===== src/hw/rtl/fzw_pkg.sv =====
// ----------------------------------------------------------------------------
// fzw_pkg: shared constants and types for the fuzzy wheel speed block
// Breakpoints, reciprocal constants, rule consequent tables, stage map and
// the structs passed between the pipeline sections.
// ----------------------------------------------------------------------------
`timescale 1ns / 1ps

package fzw_pkg;

  // stage map: grading 0..2, rules 3..8, divider 9..16, output 17
  localparam int NS       = 18;
  localparam int ST_GRADE = 0;
  localparam int ST_RULE  = 3;
  localparam int ST_DIV   = 9;
  localparam int DIV_ST   = 8;
  localparam int ST_OUT   = 17;

  // widths
  localparam int DW     = 16;  // distance and speed fields
  localparam int MW     = 17;  // membership / strength, Q1.16 up to 1.0
  localparam int OW     = 13;  // ramp offset
  localparam int RW     = 25;  // reciprocal
  localparam int PSUM_W = 21;  // partial sum of nine strengths
  localparam int DEN_W  = 22;  // sum of strengths
  localparam int PW     = 39;  // sum times level
  localparam int NUM_W  = 41;  // signed numerator
  localparam int MAG_W  = 40;  // numerator magnitude

  localparam logic [MW-1:0] ONE_Q16 = 17'h10000;

  // breakpoints per sensor: left, front, right
  localparam logic [DW-1:0] BP_A [3] = '{16'd500, 16'd600, 16'd500};
  localparam logic [DW-1:0] BP_B [3] = '{16'd650, 16'd750, 16'd650};
  localparam logic [DW-1:0] BP_C [3] = '{16'd750, 16'd850, 16'd750};
  localparam logic [DW-1:0] BP_D [3] = '{16'd900, 16'd1000, 16'd900};
  localparam logic [DW-1:0] BP_FAR = 16'd5000;

  // ramp spans and floor(2^32 / span); the far span differs per sensor
  localparam logic [OW-1:0] SPAN_NEAR     = 13'd150;
  localparam logic [OW-1:0] SPAN_FAR [3]  = '{13'd4250, 13'd4150, 13'd4250};
  localparam logic [RW-1:0] RECIP_NEAR    = 25'd28633115;
  localparam logic [RW-1:0] RECIP_FAR [3] = '{25'd1010580, 25'd1034931, 25'd1010580};

  // membership term kinds
  localparam logic [1:0] MK_ZERO = 2'd0;
  localparam logic [1:0] MK_ONE  = 2'd1;
  localparam logic [1:0] MK_RAMP = 2'd2;

  // speed level codes
  localparam logic [1:0] LV_S = 2'd0;
  localparam logic [1:0] LV_M = 2'd1;
  localparam logic [1:0] LV_F = 2'd2;

  // configuration register indexes
  localparam logic [1:0] CFG_SLOW   = 2'd0;
  localparam logic [1:0] CFG_MEDIUM = 2'd1;
  localparam logic [1:0] CFG_FAST   = 2'd2;

  // consequents, rule = left_grade * 9 + front_grade * 3 + right_grade
  localparam logic [1:0] LEFT_RULE [27] = '{
    LV_S, LV_F, LV_F, LV_S, LV_F, LV_M, LV_S, LV_M, LV_M,
    LV_S, LV_S, LV_F, LV_S, LV_M, LV_M, LV_S, LV_F, LV_F,
    LV_S, LV_S, LV_S, LV_S, LV_F, LV_F, LV_S, LV_F, LV_F
  };
  localparam logic [1:0] RIGHT_RULE [27] = '{
    LV_F, LV_S, LV_S, LV_F, LV_S, LV_S, LV_F, LV_S, LV_S,
    LV_F, LV_F, LV_S, LV_M, LV_M, LV_M, LV_F, LV_F, LV_F,
    LV_F, LV_F, LV_F, LV_M, LV_F, LV_F, LV_M, LV_F, LV_F
  };

  typedef logic [NS-1:0] stage_en_t;

  typedef struct packed {
    logic [1:0]    kind;
    logic          far;
    logic [OW-1:0] off;
  } mterm_t;

  typedef struct packed {
    logic [MAG_W-1:0] mag_l;
    logic [MAG_W-1:0] mag_r;
    logic             neg_l;
    logic             neg_r;
    logic [DEN_W-1:0] den;
  } quot_req_t;

  typedef struct packed {
    logic [DW-1:0] qmag_l;
    logic [DW-1:0] qmag_r;
    logic          neg_l;
    logic          neg_r;
    logic          zero;
  } quot_res_t;

endpackage


===== src/hw/rtl/fzw_div.sv =====
// ----------------------------------------------------------------------------
// fzw_div: pipelined restoring divider for both wheels
// Eight stages, two quotient bits per stage, shared divisor.
// ----------------------------------------------------------------------------
`timescale 1ns / 1ps

module fzw_div (
  input  logic                clk,
  input  fzw_pkg::stage_en_t  en,
  input  fzw_pkg::quot_req_t  req,
  output fzw_pkg::quot_res_t  res
);

  logic [fzw_pkg::MAG_W-1:0] rem  [fzw_pkg::DIV_ST+1][2];
  logic [fzw_pkg::DW-1:0]    quo  [fzw_pkg::DIV_ST+1][2];
  logic [fzw_pkg::DEN_W-1:0] den  [fzw_pkg::DIV_ST+1];
  logic                      neg  [fzw_pkg::DIV_ST+1][2];

  // stage zero view of the request
  assign rem[0][0] = req.mag_l;
  assign rem[0][1] = req.mag_r;
  assign quo[0][0] = '0;
  assign quo[0][1] = '0;
  assign den[0]    = req.den;
  assign neg[0][0] = req.neg_l;
  assign neg[0][1] = req.neg_r;

  for (genvar k = 0; k < fzw_pkg::DIV_ST; k++) begin : g_st
    always_ff @(posedge clk) begin
      logic [fzw_pkg::MAG_W-1:0] r;
      logic [fzw_pkg::DW-1:0]    q;
      logic [fzw_pkg::MAG_W-1:0] d;
      if (en[fzw_pkg::ST_DIV+k]) begin
        for (int w = 0; w < 2; w++) begin
          r = rem[k][w];
          q = quo[k][w];
          for (int t = 0; t < 2; t++) begin
            d = fzw_pkg::MAG_W'(den[k]) << (fzw_pkg::DW - 1 - 2*k - t);
            if (r >= d) begin
              r = r - d;
              q[fzw_pkg::DW-1-2*k-t] = 1'b1;
            end
          end
          rem[k+1][w] <= r;
          quo[k+1][w] <= q;
          neg[k+1][w] <= neg[k][w];
        end
        den[k+1] <= den[k];
      end
    end
  end

  assign res.qmag_l = quo[fzw_pkg::DIV_ST][0];
  assign res.qmag_r = quo[fzw_pkg::DIV_ST][1];
  assign res.neg_l  = neg[fzw_pkg::DIV_ST][0];
  assign res.neg_r  = neg[fzw_pkg::DIV_ST][1];
  assign res.zero   = (den[fzw_pkg::DIV_ST] == '0);

endmodule


===== config.mk =====
export PLATFORM = sky130hd
export DESIGN_NAME = fzw_div
export DESIGN_NICKNAME = d
export VERILOG_FILES = /design/src/hw/rtl/fzw_pkg.sv /design/src/hw/rtl/fzw_div.sv
export SDC_FILE = /design/constraint.sdc
export NUM_CORES = 2
export LEC_CHECK = 0
export BUFFER_PORTS_ARGS = -buffer_cell sky130_fd_sc_hd__buf_2
export CORE_ASPECT_RATIO = 1.5
export CORE_MARGIN = 5
export CORE_UTILIZATION = 30
export CTS_BUF_LIST = sky130_fd_sc_hd__clkbuf_8
export DETAILED_ROUTE_END_ITERATION = 16
export GPL_ROUTABILITY_DRIVEN = 0
export PLACE_DENSITY = 0.52
export RECOVER_POWER = 25
export SYNTH_ARGS = -nofsm -noshare
export SYNTH_HDL_FRONTEND = slang
export SYNTH_SLANG_ARGS = --single-unit
export TNS_END_PERCENT = 10

===== constraint.sdc =====
create_clock -name clk -period 8.7 [get_ports clk]
set_clock_uncertainty 0.15 [all_clocks]
set_input_delay 0 -clock clk [delete_from_list [all_inputs] [get_ports clk]]
set_output_delay 0 -clock clk [all_outputs]
set_load 0.03 [all_outputs]

### Word level (Yosys, flattened, before mapping)

Index checks and enable logic that the tools add are counted.

| word-level totals | value |
|---|---|
| register bits after elaboration | 896 |
| bits of input ports | 123 |
| output and inout bits | 35 |
| logic and storage cells | 195 |

| operators by class | value |
|---|---|
| $add $sub $neg | 30 |
| $lt $le $gt $ge | 32 |
| muxes and demuxes | 50 |
| reduce and logical (&&, ||, !) cells | 1 |

Operators with widths:

| kind | count |
|---|---|
| 2-to-1 mux 40 bit | 46 |
| greater-or-equal comparator 40 x 22 -> 1 bit | 2 |
| greater-or-equal comparator 40 x 23 -> 1 bit | 2 |
| greater-or-equal comparator 40 x 24 -> 1 bit | 2 |
| greater-or-equal comparator 40 x 25 -> 1 bit | 2 |
| greater-or-equal comparator 40 x 26 -> 1 bit | 2 |
| greater-or-equal comparator 40 x 27 -> 1 bit | 2 |
| greater-or-equal comparator 40 x 28 -> 1 bit | 2 |
| greater-or-equal comparator 40 x 29 -> 1 bit | 2 |
| greater-or-equal comparator 40 x 30 -> 1 bit | 2 |
| greater-or-equal comparator 40 x 31 -> 1 bit | 2 |
| greater-or-equal comparator 40 x 32 -> 1 bit | 2 |
| greater-or-equal comparator 40 x 33 -> 1 bit | 2 |
| greater-or-equal comparator 40 x 34 -> 1 bit | 2 |
| greater-or-equal comparator 40 x 35 -> 1 bit | 2 |
| greater-or-equal comparator 40 x 36 -> 1 bit | 2 |
| greater-or-equal comparator 40 x 37 -> 1 bit | 2 |
| subtractor 40 x 23 -> 40 bit | 2 |
| subtractor 40 x 24 -> 40 bit | 2 |
| subtractor 40 x 25 -> 40 bit | 2 |
| subtractor 40 x 26 -> 40 bit | 2 |
| subtractor 40 x 27 -> 40 bit | 2 |
| subtractor 40 x 28 -> 40 bit | 2 |
| subtractor 40 x 29 -> 40 bit | 2 |
| 10 further kinds | 21 |

### Depth between registers and ports, before layout

| logic depth | value |
|---|---|
| word-level depth | 5 |
| mapped depth | 31 |
| depth with buffers taken out | 28 |

### Worst setup path after synthesis

Ideal clock, no wire load.

| timing | value |
|---|---|
| path type | register to register |
| start | register den[155] (netlist bit) |
| end | register rem[501] (netlist bit), data pin |
| setup time | 0.260 ns |
| arrival time | 6.581 ns |
| data required time | 8.290 ns |
| slack | 1.709 ns |
| cell stages (with the launch flop) | 29 |
| buffers on the path | 3 |
| clock period less this slack | 6.991 ns |
| cell sequence | edfxtp_1 -> inv_1 -> ha_1 -> nor2b_1 -> o21ai_0 -> a21boi_0 -> o21ai_0 -> a21boi_0 -> a2111o_1 -> and2_1 -> o311ai_2 -> and2_1 -> clkbuf_1 -> clkbuf_1 -> mux2_2 -> ha_1 -> a21o_1 -> a21oi_1 -> o21ai_0 -> a211o_1 -> nand2_1 -> o21ai_0 -> a21oi_1 -> nand2b_1 -> nand2b_1 -> a2111oi_2 -> nand4_1 -> clkbuf_1 -> mux2_2 |

| between the ends | value |
|---|---|
| word-level cells in the longest chain between the ends | 5 |
| elaborated cells between the ends (all ways) | 7 |
| classes of those cells | add/sub (2); order compare (2); mux (3) |

Ends and longest elaborated chain:

| what | RTL line | source |
|---|---|---|
| from (decl) | fzw_div.sv:16 | `logic [fzw_pkg::DEN_W-1:0] den [fzw_pkg::DIV_ST+1];` |
| from (signal, indexed assignment) | fzw_div.sv:48 | `den[k+1] <= den[k];` |
| subtractor 40 x 35 -> 40 bit / greater-or-equal comparator 40 x 35 -> 1 bit (equally long branches) | fzw_div.sv:40, fzw_div.sv:39 |  |
| 2-to-1 mux 40 bit | fzw_div.sv:39 | `if (r >= d) begin` |
| 2-to-1 mux 40 bit | fzw_div.sv:33 | `if (en[fzw_pkg::ST_DIV+k]) begin` |
| subtractor 40 x 34 -> 40 bit / greater-or-equal comparator 40 x 34 -> 1 bit (equally long branches) | fzw_div.sv:40, fzw_div.sv:39 |  |
| 2-to-1 mux 40 bit * | fzw_div.sv:39 |  |
| to (signal, indexed assignment) | fzw_div.sv:44 | `rem[k+1][w] <= r;` |
| to (decl) | fzw_div.sv:14 | `logic [fzw_pkg::MAG_W-1:0] rem [fzw_pkg::DIV_ST+1][2];` |

Every way passes the cells marked *; elsewhere a longest branch is shown, timed or not. The select of a mux whose other input is x is not followed.
A chain may end at the register's enable or synchronous reset.

### Worst setup path after layout

| timing | value |
|---|---|
| start | input req[18] (netlist bit) |
| end | register rem[579] (netlist bit), data pin |

| between the ends | value |
|---|---|
| word-level cells in the longest chain between the ends | 5 |
| elaborated cells between the ends (all ways) | 7 |
| classes of those cells | add/sub (2); order compare (2); mux (3) |

Ends and longest elaborated chain:

| what | RTL line | source |
|---|---|---|
| from (decl) | fzw_div.sv:10 | `input fzw_pkg::quot_req_t req,` |
| greater-or-equal comparator 40 x 37 -> 1 bit / subtractor 40 x 37 -> 40 bit (equally long branches) | fzw_div.sv:39, fzw_div.sv:40 |  |
| 2-to-1 mux 40 bit | fzw_div.sv:39 |  |
| 2-to-1 mux 40 bit | fzw_div.sv:33 |  |
| subtractor 40 x 36 -> 40 bit / greater-or-equal comparator 40 x 36 -> 1 bit (equally long branches) | fzw_div.sv:40, fzw_div.sv:39 |  |
| 2-to-1 mux 40 bit * | fzw_div.sv:39 |  |

Marked as above.

==> impl_results.md <==
- Yosys cell types: 104
- Tightest Hold Check Type: primary input to flip-flop
- Crit path launch type: primary input
- Initial antenna violation count: 3
- Skew-Pair Late Insertion Delay: 940 ps
- Tot GR Track Use: 16.9%
- Avg Cell Area, Syn: 9.32 um2
- HPWL after DPL: 182,000 um
- Largest net degree at the start of global routing: 73
- Chip width: 417 um
- Clock Root Buffer: clkbuf_8
- P&R area growth vs syn: 15.1%
- Port Buffers: 147
- Peak supply drop: 0.000168 V
- Initial core utilization: 30.1%
- Clock sinks: 896
- Yosys Warn Count: 0
- Area leader, netlist: edfxtp_1
- DR pass1 iterations: 5
- Post-DR wirelength/cell: 19.0 um
- Critical path capture point type: flip-flop
- Vias in the first global route: 62,300
- Final Max Tran Viols: 146
- Post-CTS Hold Buffers: 308
- Run status: complete, but fails checks
- Grt total ovfl: 0
- Max Fclk: 0.120 GHz
- Via Count: 61,400
- Slew headroom: -164%
- Slew at the pin with the worst max-slew slack: 3960 ps
- CP bufs+invs: 8
- DIE AREA: 259,000 um2
- Worst-path clk slew: 60 ps
- Failing checks: capacitance limit, slew limit
- WS Path Type: primary input to flip-flop
- Max-cap violations: 3
- Area share of xor/xnor cells in the synthesized design: 8.67%
- Total Wirelength: 227,000 um
- Crit path time final: 8370 ps
- Final setup vio count: 0
- Fin crit share: 96.2%
- Placeable Area: 248,000 um2
- Worst Slack Setup Final: 334 ps
- Seq/Total Area, Yosys: 36.1%
- Layout cells sized above 1: 8.86%
- Final nets: 9,404
- Crit path arrival time: 9030 ps
- Largest family of logic cells by synthesized area: compound AO/OA/AOI/OAI gates
- Post-synthesis register bit count: 896
- Crit Path Max Fanout: 40
- Post-synthesis simple-gate area fraction: 16.3%
- Number of synthesized flops with an enable pin: 896
- Most common flop cell mapped by yosys: edfxtp_1
- Delay-heaviest family, CP: buffers and inverters
- Ranking of synthesized cells by area: edfxtp_1, ha_1, xnor2_1, a21oi_1, mux2_2
- Total negative slack: 0 ps
- Final antenna-violating net count: 0
- Starting DRT DRC Count: 2,841
- Vias per cell: 5.14
- Maximum level of the CTS H-tree: 4
- Post-cts gate resize count: 0
- CTS Buffer Depth: 3
- Post-synthesis mux area share: 4.00%
- DRC: 0
- CTS tree: done
- Synthesized net count: 8,858
- Slowest CP cell: or4_1
- Post-Synth Adder-Cell Area: 12.6%
- Global-route wire length before repair: 346,000 um
- Num CTS Buffers: 157
- Synth Instances: 8,001
- Critical path required time: 9360 ps
- Slowest Stage Delay on Critical Path: 580 ps
- Boundary pin count: 158
- Postcts setup bufs: 0
- Post-synthesis compound-gate area fraction: 18.6%
- Num rows: 224
- Synth top area share: 36.1%
- RSZ-0062 raised after global routing: false
- CP most frequent cell: dlygate4sd3_1
- Die Y: 621 um
- Async set-reset flop share out of synthesis: 0%
- Pwr/cell area: 401 nW/um2
- Leak: 34.1 nW
- Synth Cell Area: 74,600 um2
- Final hold violations: 0
- Place WS: 961 ps
-- worst reg2reg max path, cell delays in order, from the launching register on --
cell and delay (ps):
edfxtp_1 540, inv_1 340, ha_1 310, nor2b_1 160
o21bai_1 240, a211oi_1 180, nor4_1 390, o21ai_0 310
a31oi_2 290, buf_4 280, mux2_2 400, ha_1 360
nor2b_1 180, o311ai_0 510, a31oi_1 240, a21oi_1 250
nand2_1 140, o311ai_0 500, buf_4 210, nand2_1 70
a311oi_1 260, nand4_1 230, nor3_4 170, buf_4 360
or4b_1 200, a21oi_1 80, xor2_1 170
-- logic make-up after synthesis --
| group | Yosys count |
|---|---|
| and+or+nand+nor | 2455 |
| AOI/OAI and AO/OA | 2226 |
| DFF | 896 |
| xor gates and xnor gates | 738 |
| adders and majority gates | 734 |
| buffers and inverters | 687 |
| muxes | 265 |
-- worst paths after layout --
path                     start  cells after the start            endpoint  slack [ps]
max                    req[18]                     31  rem[579]$_DFFE_PP_         330
min                   req[100]                      5  rem[636]$_DFFE_PP_         120
max reg2reg  den[67]$_DFFE_PP_                     26  rem[195]$_DFFE_PP_         930
min reg2reg   neg[2]$_DFFE_PP_                      0    res[1]$_DFFE_PP_         250
-- flip-flops by register name (all words and copies together) (netlist names) --
name  count
rem     560
den     176
quo     112
res      34
neg      14
-- cell type report --
class,instances,area [um2]
multi-input combinational,6418,45000
timing repair buffer,585,4820
clock inverter,127,1030
antenna,4,10.0
tap,3277,4100
inverter,489,1840
sequential,896,26900
clock buffer,157,2160
fill,25400,162000
-- synthesized netlist by cell type, types with 30 or more instances --
master    instances
a211oi_1         59
a21boi_0         32
a21o_1          333
a21oi_1         750
a31oi_1          63
and2_1           40
and3_1           71
buf_2            30
buf_4            36
clkbuf_1        110
edfxtp_1        896
fa_1             30
ha_1            704
inv_1           481
mux2_2          223
mux2i_1          30
nand2_1         651
nand2b_1        102
nand3_1         166
nand4_1         137
nor2_1          628
nor2b_1         120
nor3_1          186
nor4_1          109
o211ai_1         43
o21a_1           70
o21ai_0         493
o21bai_1         91
o31ai_1          50
or2_2            31
or3_1            52
or4_1            41
xnor2_1         489
xor2_1          249
-- placed cells by master, fill, tap and decap left out, types with 59 or more instances in the layout --
cell type	instances
edfxtp_1	896
inv_1	524
buf_4	130
a31oi_1	62
nor2b_1	120
dlygate4sd3_1	304
nor4_1	109
xnor2_1	489
a21o_1	333
nand3_1	166
a21oi_1	750
buf_2	89
nor2_1	627
o21bai_1	91
xor2_1	249
mux2_2	223
nand4_1	137
o21a_1	70
a211oi_1	59
and3_1	71
nand2_1	651
nor3_1	186
clkbuf_8	157
nand2b_1	102
o21ai_0	492
ha_1	704
-- stage by stage --
| stage | hold WS (ps) | total power [W] | instances | cell area, um2 | util, % |
|---|---|---|---|---|---|
| floorplan | -51.1 | 0.0252 | 8001 | 74600 | - |
| global placement | 33.7 | 0.0296 | 11400 | 79600 | 32.1 |
| detailed placement | 29.4 | 0.0299 | 11400 | 79600 | 32.1 |
| CTS | 8.76 | 0.0345 | 11900 | 85900 | 34.7 |
| global route | 78.1 | 0.0375 | 12000 | 85800 | 34.6 |
| finish | 121 | 0.0344 | 12000 | 85800 | 34.6 |
-- where the power goes --
part           switching (W)  total [W]  internal [W]
Sequential          0.000862    0.00778       0.00692
Clock                0.00190    0.00402       0.00212
Combinational         0.0124     0.0226        0.0102
Total                 0.0152     0.0344        0.0192
-- layer usage --
layer	vias to the layer above	track usage, %	part of all wire, %
met2	1263	32.2	52
met5	-	0	0.0057
met1	28800	16.8	37
li1	30700	-	-
met4	2	12.6	8.8
met3	582	1.91	2.7
No activity file was read; power rests on OpenSTA's default activity.
